`config.mk`:
```
export PLATFORM = sky130hd
export DESIGN_NAME = four_queue_fifo_with_selection
export DESIGN_NICKNAME = d
export VERILOG_FILES = /design/src/rtl/core/fqfs_pkg.sv /design/src/rtl/core/four_queue_fifo_with_selection.sv
export VERILOG_INCLUDE_DIRS = /design/src /design/src/rtl/core
export SDC_FILE = /design/constraint.sdc
export NUM_CORES = 2
export LEC_CHECK = 0
export ABC_AREA = 1
export ABC_CLOCK_PERIOD_IN_PS = 10400
export BUFFER_PORTS_ARGS = -buffer_cell sky130_fd_sc_hd__buf_2
export CAP_MARGIN = 25
export CORE_UTILIZATION = 35
export CTS_CLUSTER_SIZE = 14
export DETAILED_ROUTE_END_ITERATION = 8
export GPL_ROUTABILITY_DRIVEN = 0
export HOLD_SLACK_MARGIN = 0.15
export MAX_ROUTING_LAYER = met4
export PLACE_DENSITY = 0.56
export SYNTH_ARGS = -nofsm -noshare
export SYNTH_HDL_FRONTEND = slang
export SYNTH_SLANG_ARGS = --single-unit
```
`constraint.sdc`:
```
create_clock -name clock -period 10.4 [get_ports clock]
set_clock_uncertainty 0.1 [all_clocks]
set_input_delay 1.56 -clock clock [delete_from_list [all_inputs] [get_ports clock]]
set_output_delay 1.56 -clock clock [all_outputs]
set_load 0.01 [all_outputs]
```
`src/rtl/core/four_queue_fifo_with_selection_macros.svh`:
```
// ---------------------------------------------------------------------------
// Assertion macros for the four-queue FIFO selector
// Implication checks on a clock with synchronous reset; empty under synthesis.
// ---------------------------------------------------------------------------
`ifndef FOUR_QUEUE_FIFO_WITH_SELECTION_MACROS_SVH
`define FOUR_QUEUE_FIFO_WITH_SELECTION_MACROS_SVH

`ifndef SYNTHESIS
// same-cycle implication
`define FQFS_ASSERT_IMPL(label, clk, rst, ante, cons, msg) \
   label: assert property (@(posedge clk) disable iff (rst) (ante) |-> (cons)) \
      else $error(msg);
// next-cycle implication
`define FQFS_ASSERT_NEXT(label, clk, rst, ante, cons, msg) \
   label: assert property (@(posedge clk) disable iff (rst) (ante) |=> (cons)) \
      else $error(msg);
`else
`define FQFS_ASSERT_IMPL(label, clk, rst, ante, cons, msg)
`define FQFS_ASSERT_NEXT(label, clk, rst, ante, cons, msg)
`endif

`endif

```
`src/rtl/core/fqfs_pkg.sv`:
```
// ---------------------------------------------------------------------------
// Four-queue FIFO selector package
// Shared widths, operation and status codes.
// ---------------------------------------------------------------------------
`timescale 1ns / 1ps
`default_nettype none

package fqfs_pkg;

   localparam int NUM_QUEUES = 4;
   localparam int QIDX_W     = 2;
   localparam int ID_W       = 16;
   localparam int TOTAL_W    = 7;
   localparam int SERVE_W    = 16;

   localparam logic [SERVE_W-1:0] SERVE_MAX = {SERVE_W{1'b1}};

   // request tuser: op, queue_index
   localparam int REQ_USER_W = 1 + QIDX_W;
   // result tdata: vehicle_out, total_waiting, four picks, one pad bit
   localparam int RSP_DATA_W = 32;

   typedef enum logic {
      OP_ENQUEUE = 1'b0,
      OP_DEQUEUE = 1'b1
   } op_type;

   typedef enum logic [1:0] {
      STATUS_OK    = 2'd0,
      STATUS_FULL  = 2'd1,
      STATUS_EMPTY = 2'd2
   } status_type;

endpackage

`default_nettype wire

```
`src/rtl/core/four_queue_fifo_with_selection.sv`:
```
// ---------------------------------------------------------------------------
// Four-queue FIFO selector
// Four identifier FIFOs with service counters and four queue picks per request.
// ---------------------------------------------------------------------------
// Each request either pushes a 16-bit identifier into one of four FIFOs or
// pops that FIFO's head, and returns exactly one result: the popped
// identifier (zero otherwise), a status (ok, full and dropped, empty), the
// total number of waiting entries and four picks taken over the state after
// the request (smallest non-empty queue, largest queue, least-served and
// most-served queue, ties to the lowest index). A request is accepted every
// cycle as long as the result register is empty or is being drained in the
// same cycle; its result appears in the cycle after acceptance. Occupancy,
// head pointers and service counters live in flip-flops; the identifiers sit
// in one memory of 4 * 2^ceil(log2(QUEUE_DEPTH)) words with one write port
// and a registered read of the addressed queue's head, which feeds the result
// directly. The store needs no clearing after reset.
// ---------------------------------------------------------------------------
`timescale 1ns / 1ps
`default_nettype none
`include "four_queue_fifo_with_selection_macros.svh"

module four_queue_fifo_with_selection #(
   parameter int QUEUE_DEPTH = 16            // entries per queue, 2..31
) (
   input  wire logic                              clock,
   input  wire logic                              reset,
   // request channel
   input  wire logic                              req_tvalid,
   output logic                                   req_tready,
   input  wire logic [fqfs_pkg::ID_W-1:0]         req_tdata,   // [15:0] vehicle_id
   input  wire logic [fqfs_pkg::REQ_USER_W-1:0]   req_tuser,   // [0] op, [2:1] queue_index
   // result channel
   output logic                                   rsp_tvalid,
   input  wire logic                              rsp_tready,
   // [15:0] vehicle_out, [22:16] total_waiting, [24:23] fewest_queue,
   // [26:25] most_queue, [28:27] least_served_queue,
   // [30:29] most_served_queue, [31] zero
   output logic [fqfs_pkg::RSP_DATA_W-1:0]        rsp_tdata,
   output logic [1:0]                             rsp_tuser    // [1:0] status
);

   import fqfs_pkg::*;

   // pointer, occupancy and store address widths
   localparam int PTR_W  = (QUEUE_DEPTH > 1) ? $clog2(QUEUE_DEPTH) : 1;
   localparam int CNT_W  = $clog2(QUEUE_DEPTH + 1);
   localparam int ADDR_W = QIDX_W + PTR_W;
   localparam int MEM_D  = 1 << ADDR_W;
   localparam int SUM_W  = CNT_W + 2;

   localparam logic [CNT_W-1:0] CNT_FULL  = CNT_W'(QUEUE_DEPTH);
   localparam logic [PTR_W:0]   DEPTH_EXT = (PTR_W + 1)'(QUEUE_DEPTH);
   localparam logic [PTR_W-1:0] PTR_LAST  = PTR_W'(QUEUE_DEPTH - 1);

   // state
   logic [CNT_W-1:0]   cnt_ff  [NUM_QUEUES];
   logic [CNT_W-1:0]   cnt_in  [NUM_QUEUES];
   logic [PTR_W-1:0]   head_ff [NUM_QUEUES];
   logic [PTR_W-1:0]   head_in [NUM_QUEUES];
   logic [SERVE_W-1:0] srv_ff  [NUM_QUEUES];
   logic [SERVE_W-1:0] srv_in  [NUM_QUEUES];
   logic [ID_W-1:0]    queue_store_ff [MEM_D];

   // result register
   logic               rsp_valid_ff;
   logic               deq_ok_ff, deq_ok_in;
   logic [ID_W-1:0]    head_data_ff;
   status_type         status_ff, status_in;
   logic [TOTAL_W-1:0] total_ff, total_in;
   logic [QIDX_W-1:0]  fewest_ff, fewest_in;
   logic [QIDX_W-1:0]  most_ff, most_in;
   logic [QIDX_W-1:0]  lserv_ff, lserv_in;
   logic [QIDX_W-1:0]  mserv_ff, mserv_in;

   // request decode
   logic               accept;
   op_type             op;
   logic [QIDX_W-1:0]  qsel;
   logic [CNT_W-1:0]   cnt_cur;
   logic [PTR_W-1:0]   head_cur;
   logic [PTR_W:0]     tail_sum;
   logic [PTR_W-1:0]   tail_pos;
   logic               q_full, q_empty;
   logic               wr_en;

   // the result register frees up whenever the downstream takes it
   assign req_tready = !rsp_valid_ff || rsp_tready;
   assign accept     = req_tvalid && req_tready;
   assign op         = op_type'(req_tuser[0]);
   assign qsel       = req_tuser[2:1];

   assign cnt_cur  = cnt_ff[qsel];
   assign head_cur = head_ff[qsel];
   assign q_full   = (cnt_cur == CNT_FULL);
   assign q_empty  = (cnt_cur == '0);

   // write slot: head + occupancy, wrapped once (occupancy < depth here)
   assign tail_sum = (PTR_W + 1)'(head_cur) + (PTR_W + 1)'(cnt_cur);
   assign tail_pos = (tail_sum >= DEPTH_EXT) ? PTR_W'(tail_sum - DEPTH_EXT)
                                             : PTR_W'(tail_sum);
   assign wr_en    = accept && (op == OP_ENQUEUE) && !q_full;

   // next state and status
   always_comb begin
      for (int i = 0; i < NUM_QUEUES; i++) begin
         cnt_in[i]  = cnt_ff[i];
         head_in[i] = head_ff[i];
         srv_in[i]  = srv_ff[i];
      end
      status_in = STATUS_OK;
      deq_ok_in = 1'b0;
      unique case (op)
         OP_ENQUEUE: begin
            if (q_full) begin
               status_in = STATUS_FULL;
            end else begin
               cnt_in[qsel] = cnt_cur + 1'b1;
            end
         end
         OP_DEQUEUE: begin
            if (q_empty) begin
               status_in = STATUS_EMPTY;
            end else begin
               deq_ok_in     = 1'b1;
               cnt_in[qsel]  = cnt_cur - 1'b1;
               head_in[qsel] = (head_cur == PTR_LAST) ? '0 : head_cur + 1'b1;
               if (srv_ff[qsel] != SERVE_MAX) begin
                  srv_in[qsel] = srv_ff[qsel] + 1'b1;
               end
            end
         end
      endcase
   end

   // picks over the post-request state, lowest index wins ties
   always_comb begin
      logic [SUM_W-1:0] sum;
      logic             have_nonempty;
      sum           = '0;
      have_nonempty = 1'b0;
      fewest_in     = '0;
      most_in       = '0;
      lserv_in      = '0;
      mserv_in      = '0;
      for (int i = 0; i < NUM_QUEUES; i++) begin
         sum = sum + SUM_W'(cnt_in[i]);
         if (cnt_in[i] != '0 && (!have_nonempty || cnt_in[i] < cnt_in[fewest_in])) begin
            fewest_in     = QIDX_W'(i);
            have_nonempty = 1'b1;
         end
         if (cnt_in[i] > cnt_in[most_in]) begin
            most_in = QIDX_W'(i);
         end
         if (srv_in[i] < srv_in[lserv_in]) begin
            lserv_in = QIDX_W'(i);
         end
         if (srv_in[i] > srv_in[mserv_in]) begin
            mserv_in = QIDX_W'(i);
         end
      end
      total_in = TOTAL_W'(sum);
   end

   // control state
   always_ff @(posedge clock) begin
      if (reset) begin
         rsp_valid_ff <= 1'b0;
         for (int i = 0; i < NUM_QUEUES; i++) begin
            cnt_ff[i]  <= '0;
            head_ff[i] <= '0;
            srv_ff[i]  <= '0;
         end
      end else begin
         if (accept) begin
            rsp_valid_ff <= 1'b1;
            for (int i = 0; i < NUM_QUEUES; i++) begin
               cnt_ff[i]  <= cnt_in[i];
               head_ff[i] <= head_in[i];
               srv_ff[i]  <= srv_in[i];
            end
         end else if (rsp_tready) begin
            rsp_valid_ff <= 1'b0;
         end
      end
   end

   // identifier store: one write, registered head read
   always_ff @(posedge clock) begin
      if (wr_en) begin
         queue_store_ff[{qsel, tail_pos}] <= req_tdata;
      end
      if (accept) begin
         head_data_ff <= queue_store_ff[{qsel, head_cur}];
      end
   end

   // result payload
   always_ff @(posedge clock) begin
      if (accept) begin
         deq_ok_ff <= deq_ok_in;
         status_ff <= status_in;
         total_ff  <= total_in;
         fewest_ff <= fewest_in;
         most_ff   <= most_in;
         lserv_ff  <= lserv_in;
         mserv_ff  <= mserv_in;
      end
   end

   assign rsp_tvalid = rsp_valid_ff;
   assign rsp_tuser  = status_ff;
   assign rsp_tdata  = {1'b0, mserv_ff, lserv_ff, most_ff, fewest_ff, total_ff,
                        (deq_ok_ff ? head_data_ff : {ID_W{1'b0}})};

   // ---------------------------------------------------------------------
   // assertions
   // ---------------------------------------------------------------------
   `FQFS_ASSERT_IMPL(a_failed_zero_id, clock, reset,
      rsp_tvalid && rsp_tuser != STATUS_OK, rsp_tdata[ID_W-1:0] == '0,
      "failed request returned a non-zero identifier")
   `FQFS_ASSERT_IMPL(a_stall_cause, clock, reset,
      !req_tready, rsp_tvalid && !rsp_tready,
      "request side stalled without a blocked result")
   `FQFS_ASSERT_NEXT(a_result_follows, clock, reset,
      req_tvalid && req_tready, rsp_tvalid,
      "accepted request produced no result")

endmodule

`default_nettype wire

```
==> metrics.txt <==
run status=completed; final net count=4733; count of placed standard cells in the final layout, fillers left out=6600; highest attainable clock frequency=105 MHz; cell type of the slowest stage on the worst timing path=sky130_fd_sc_hd__o21ai_0; DP Area=54500 µm²; Worst EP arrival=9.89 ns; final number of setup-violating endpoints=0; sum of overflow across all layers after global routing=0; placeable core region=146000 µm²; post-synth top area cell=sky130_fd_sc_hd__edfxtp_1; crit path time final=9.56 ns; DRC errors left=0; DRC violation total after the first TritonRoute iteration=3777; Setup CP Type=primary input to flip-flop; most frequent cells after synthesis=sky130_fd_sc_hd__edfxtp_1 (1158), sky130_fd_sc_hd__nor2_1 (921), sky130_fd_sc_hd__o21ai_0 (598); Synth top area share=67.4%; number of warning messages in the yosys log=0; number of nets still failing antenna checks after routing=0; Max Cap Violations=0; clock tree from TritonCTS=done; Mapped Avg Cell Area=11.4 µm²; Max stage delay on crit path=0.66 ns; share of post-route cells with drive strength above 1=9.91%; Static Leakage=20.4 nW; Initial Utilization=35.4%; P&R area growth vs syn=13.0%; Syn Nets=4665; Placed Cells incl. Taps=6383; number of synthesized register bits=1159; sequential element share of the synthesized area=67.4%; distinct cell type count of the synthesized netlist=68; class of the tightest hold or removal check=flip-flop to flip-flop; ys async rst share=0%; Slew Limit Headroom=25.6%; worst hold slack after final layout=0.408 ns; total setup buffers inserted after CTS=0; main flop type after synthesis=sky130_fd_sc_hd__edfxtp_1; crit end category=flip-flop; required time of the worst setup path=10.73 ns; setup repair after global routing missed its margin=no; clock transition at the register clock pins on the worst setup and hold paths after CTS=0.06 ns; overall via count from detail_route=35.9k; all-layer global routing usage=20.8%; library cell appearing most often on the critical path=sky130_fd_sc_hd__nand2_1; pin count of the biggest net entering global routing=184; number of instances in the synthesized netlist=4517; wirelength, routed=153000 µm; count of fill cells added during filler insertion=13.8k; Worst Setup Start Kind=primary input; number of buffers inserted by hold repair at cts=0; Routed wire per std cell=23.2 µm; routed via count divided by cell count=5.44; insertion delay of the later-clocked pin in the worst-skew pair=0.76 ns; count of buffers from port buffering=57; post-synth design cell area=51600 µm²; deepest clock path buffer count=3; vias in the first global route=33.7k; Max Slew Vio Count=0; VDD IR-drop max=0.000155 V; Die Span X=386 µm; Clk Tree Root Cell=sky130_fd_sc_hd__clkbuf_16; setup total negative slack=0 ns; post-route cell area=58300 µm²; Die Area=149000 µm²; final HPWL from detailed placement=89200 µm; clock sinks=1159; number of levels the H-tree was split into=3; io pins=59; power density over the cells=201 nW/µm²; post-CTS resize count=0; count of flip-flops with a built-in enable after synthesis=1158; slew at the pin with the worst max-slew slack=1.11 ns; router iterations before antenna repair=6; dominant cells by area after synthesis=sky130_fd_sc_hd__edfxtp_1 (67%), sky130_fd_sc_hd__nor2_1 (6.7%), sky130_fd_sc_hd__o21ai_0 (5.8%); global-route wire length before repair=225000 µm; cell with the most instances after synthesis=sky130_fd_sc_hd__edfxtp_1; period utilisation layout=91.9%; number of CTS-inserted buffers=117; critical path peak fanout=32; number of antenna violations at the first check in global routing=4; hold violation total from the final report=0; num rows=140; vertical die dimension=386 µm
kinds of logic (layout without fill, tap and decap cells):
kind of cell,after synthesis,in the layout,synth area share [%]
XOR/XNOR,26,26,0.441
AO/OA/AOI/OAI,1082,1082,12.4
AND/OR/NAND/NOR,1654,1654,12.9
adder cells (fa/ha/maj),125,125,3.19
buffers and inverters,468,633,3.60
flip-flops,1159,1159,67.4
other,1,2,0.00727
multiplexers,2,2,0.0388
registers in the layout, summed over array words and instances, names as in the netlist, 7 cells and up:
signal          cells
queue_store_ff   1024
srv_ff             64
cnt_ff             20
head_data_ff       16
head_ff            16
total_ff            7
placed cells by master (no fill, tap or decap), types with 8 or more instances in the layout:
cell type	count
sky130_fd_sc_hd__a311oi_1	10
sky130_fd_sc_hd__edfxtp_1	1158
sky130_fd_sc_hd__o31ai_1	14
sky130_fd_sc_hd__clkbuf_1	10
sky130_fd_sc_hd__buf_4	150
sky130_fd_sc_hd__clkinv_2	27
sky130_fd_sc_hd__o21ai_1	8
sky130_fd_sc_hd__inv_1	180
sky130_fd_sc_hd__o221ai_1	44
sky130_fd_sc_hd__ha_1	114
sky130_fd_sc_hd__bufinv_16	11
sky130_fd_sc_hd__o2111ai_1	24
sky130_fd_sc_hd__or2_2	18
sky130_fd_sc_hd__nor3_1	15
sky130_fd_sc_hd__o22ai_1	48
sky130_fd_sc_hd__clkbuf_16	118
sky130_fd_sc_hd__o211ai_1	27
sky130_fd_sc_hd__o41ai_1	8
sky130_fd_sc_hd__inv_2	13
sky130_fd_sc_hd__clkinv_1	41
sky130_fd_sc_hd__fa_1	11
sky130_fd_sc_hd__a21oi_1	167
sky130_fd_sc_hd__nor4_1	19
sky130_fd_sc_hd__xnor2_1	8
sky130_fd_sc_hd__buf_2	58
sky130_fd_sc_hd__nand3_1	84
sky130_fd_sc_hd__o21ai_0	597
sky130_fd_sc_hd__a22oi_1	11
sky130_fd_sc_hd__xor2_1	18
sky130_fd_sc_hd__nand4_1	13
sky130_fd_sc_hd__o32ai_1	70
sky130_fd_sc_hd__nor2_1	915
sky130_fd_sc_hd__nand2_1	545
sky130_fd_sc_hd__nor2_4	9
sky130_fd_sc_hd__a211oi_1	10
metal layers:
layer / GRT usage [%] / share of wire, %
met5: - / 0
met4: 5.72 / 2.6
met1: 28.3 / 44
met2: 33.0 / 48
met3: 2.42 / 5.7
per-stage QoR:
step	utilization (%)	total power [mW]	worst slack, ns
after floorplan	-	6.82	2.20
after global placement	37.3	7.57	0.427
after detailed placement	37.4	7.60	0.186
after CTS	40.0	11.8	0.919
after global routing	40.0	12.2	0.0203
final	40.0	11.7	0.845
area by class of cell:
class / instances / area [µm²] / share of cell area [%]
clock inverters: 88 / 825 / 1.41
clock buffers: 128 / 2990 / 5.13
diodes: 1 / 2.50 / 0.00429
repair buffers: 214 / 1520 / 2.61
well taps: 1917 / 2400 / 4.11
flip-flops and latches: 1159 / 34800 / 59.7
multi-input cells: 2890 / 15000 / 25.7
inverters: 203 / 779 / 1.34
critical path: cells and delay by family:
| kind | cells | cell delay (ns) |
|---|---|---|
| AOI/OAI and AO/OA | 13 | 3.05 |
| buffers and inverters | 8 | 2.14 |
| and+or+nand+nor | 15 | 1.76 |
| adders and majority gates | 4 | 1.33 |
power by group:
| part | switching (mW) | total (mW) | leakage, nW | internal [mW] |
|---|---|---|---|---|
| sequential | 0.0407 | 5.31 | 10.6 | 5.27 |
| combinational | 1.54 | 2.20 | 7.92 | 0.659 |
| clock | 1.87 | 4.22 | 1.86 | 2.35 |
| total | 3.45 | 11.7 | 20.4 | 8.28 |
path summary, 6_finish.rpt:
kind / startpoint / end / slack (ns) / cells past startpoint
max: req_tuser[1] / mserv_ff[1]$_SDFFCE_PN1P_ / 0.84 / 40
min: rsp_tvalid$_SDFFE_PP0P_ / rsp_tvalid$_SDFFE_PP0P_ / 0.41 / 2
max reg2reg: cnt_ff[0][0]$_SDFFCE_PN0P_ / mserv_ff[1]$_SDFFCE_PN1P_ / 2.26 / 36
min reg2reg: rsp_tvalid$_SDFFE_PP0P_ / rsp_tvalid$_SDFFE_PP0P_ / 0.41 / 2
(Power assumes the default switching activity.)
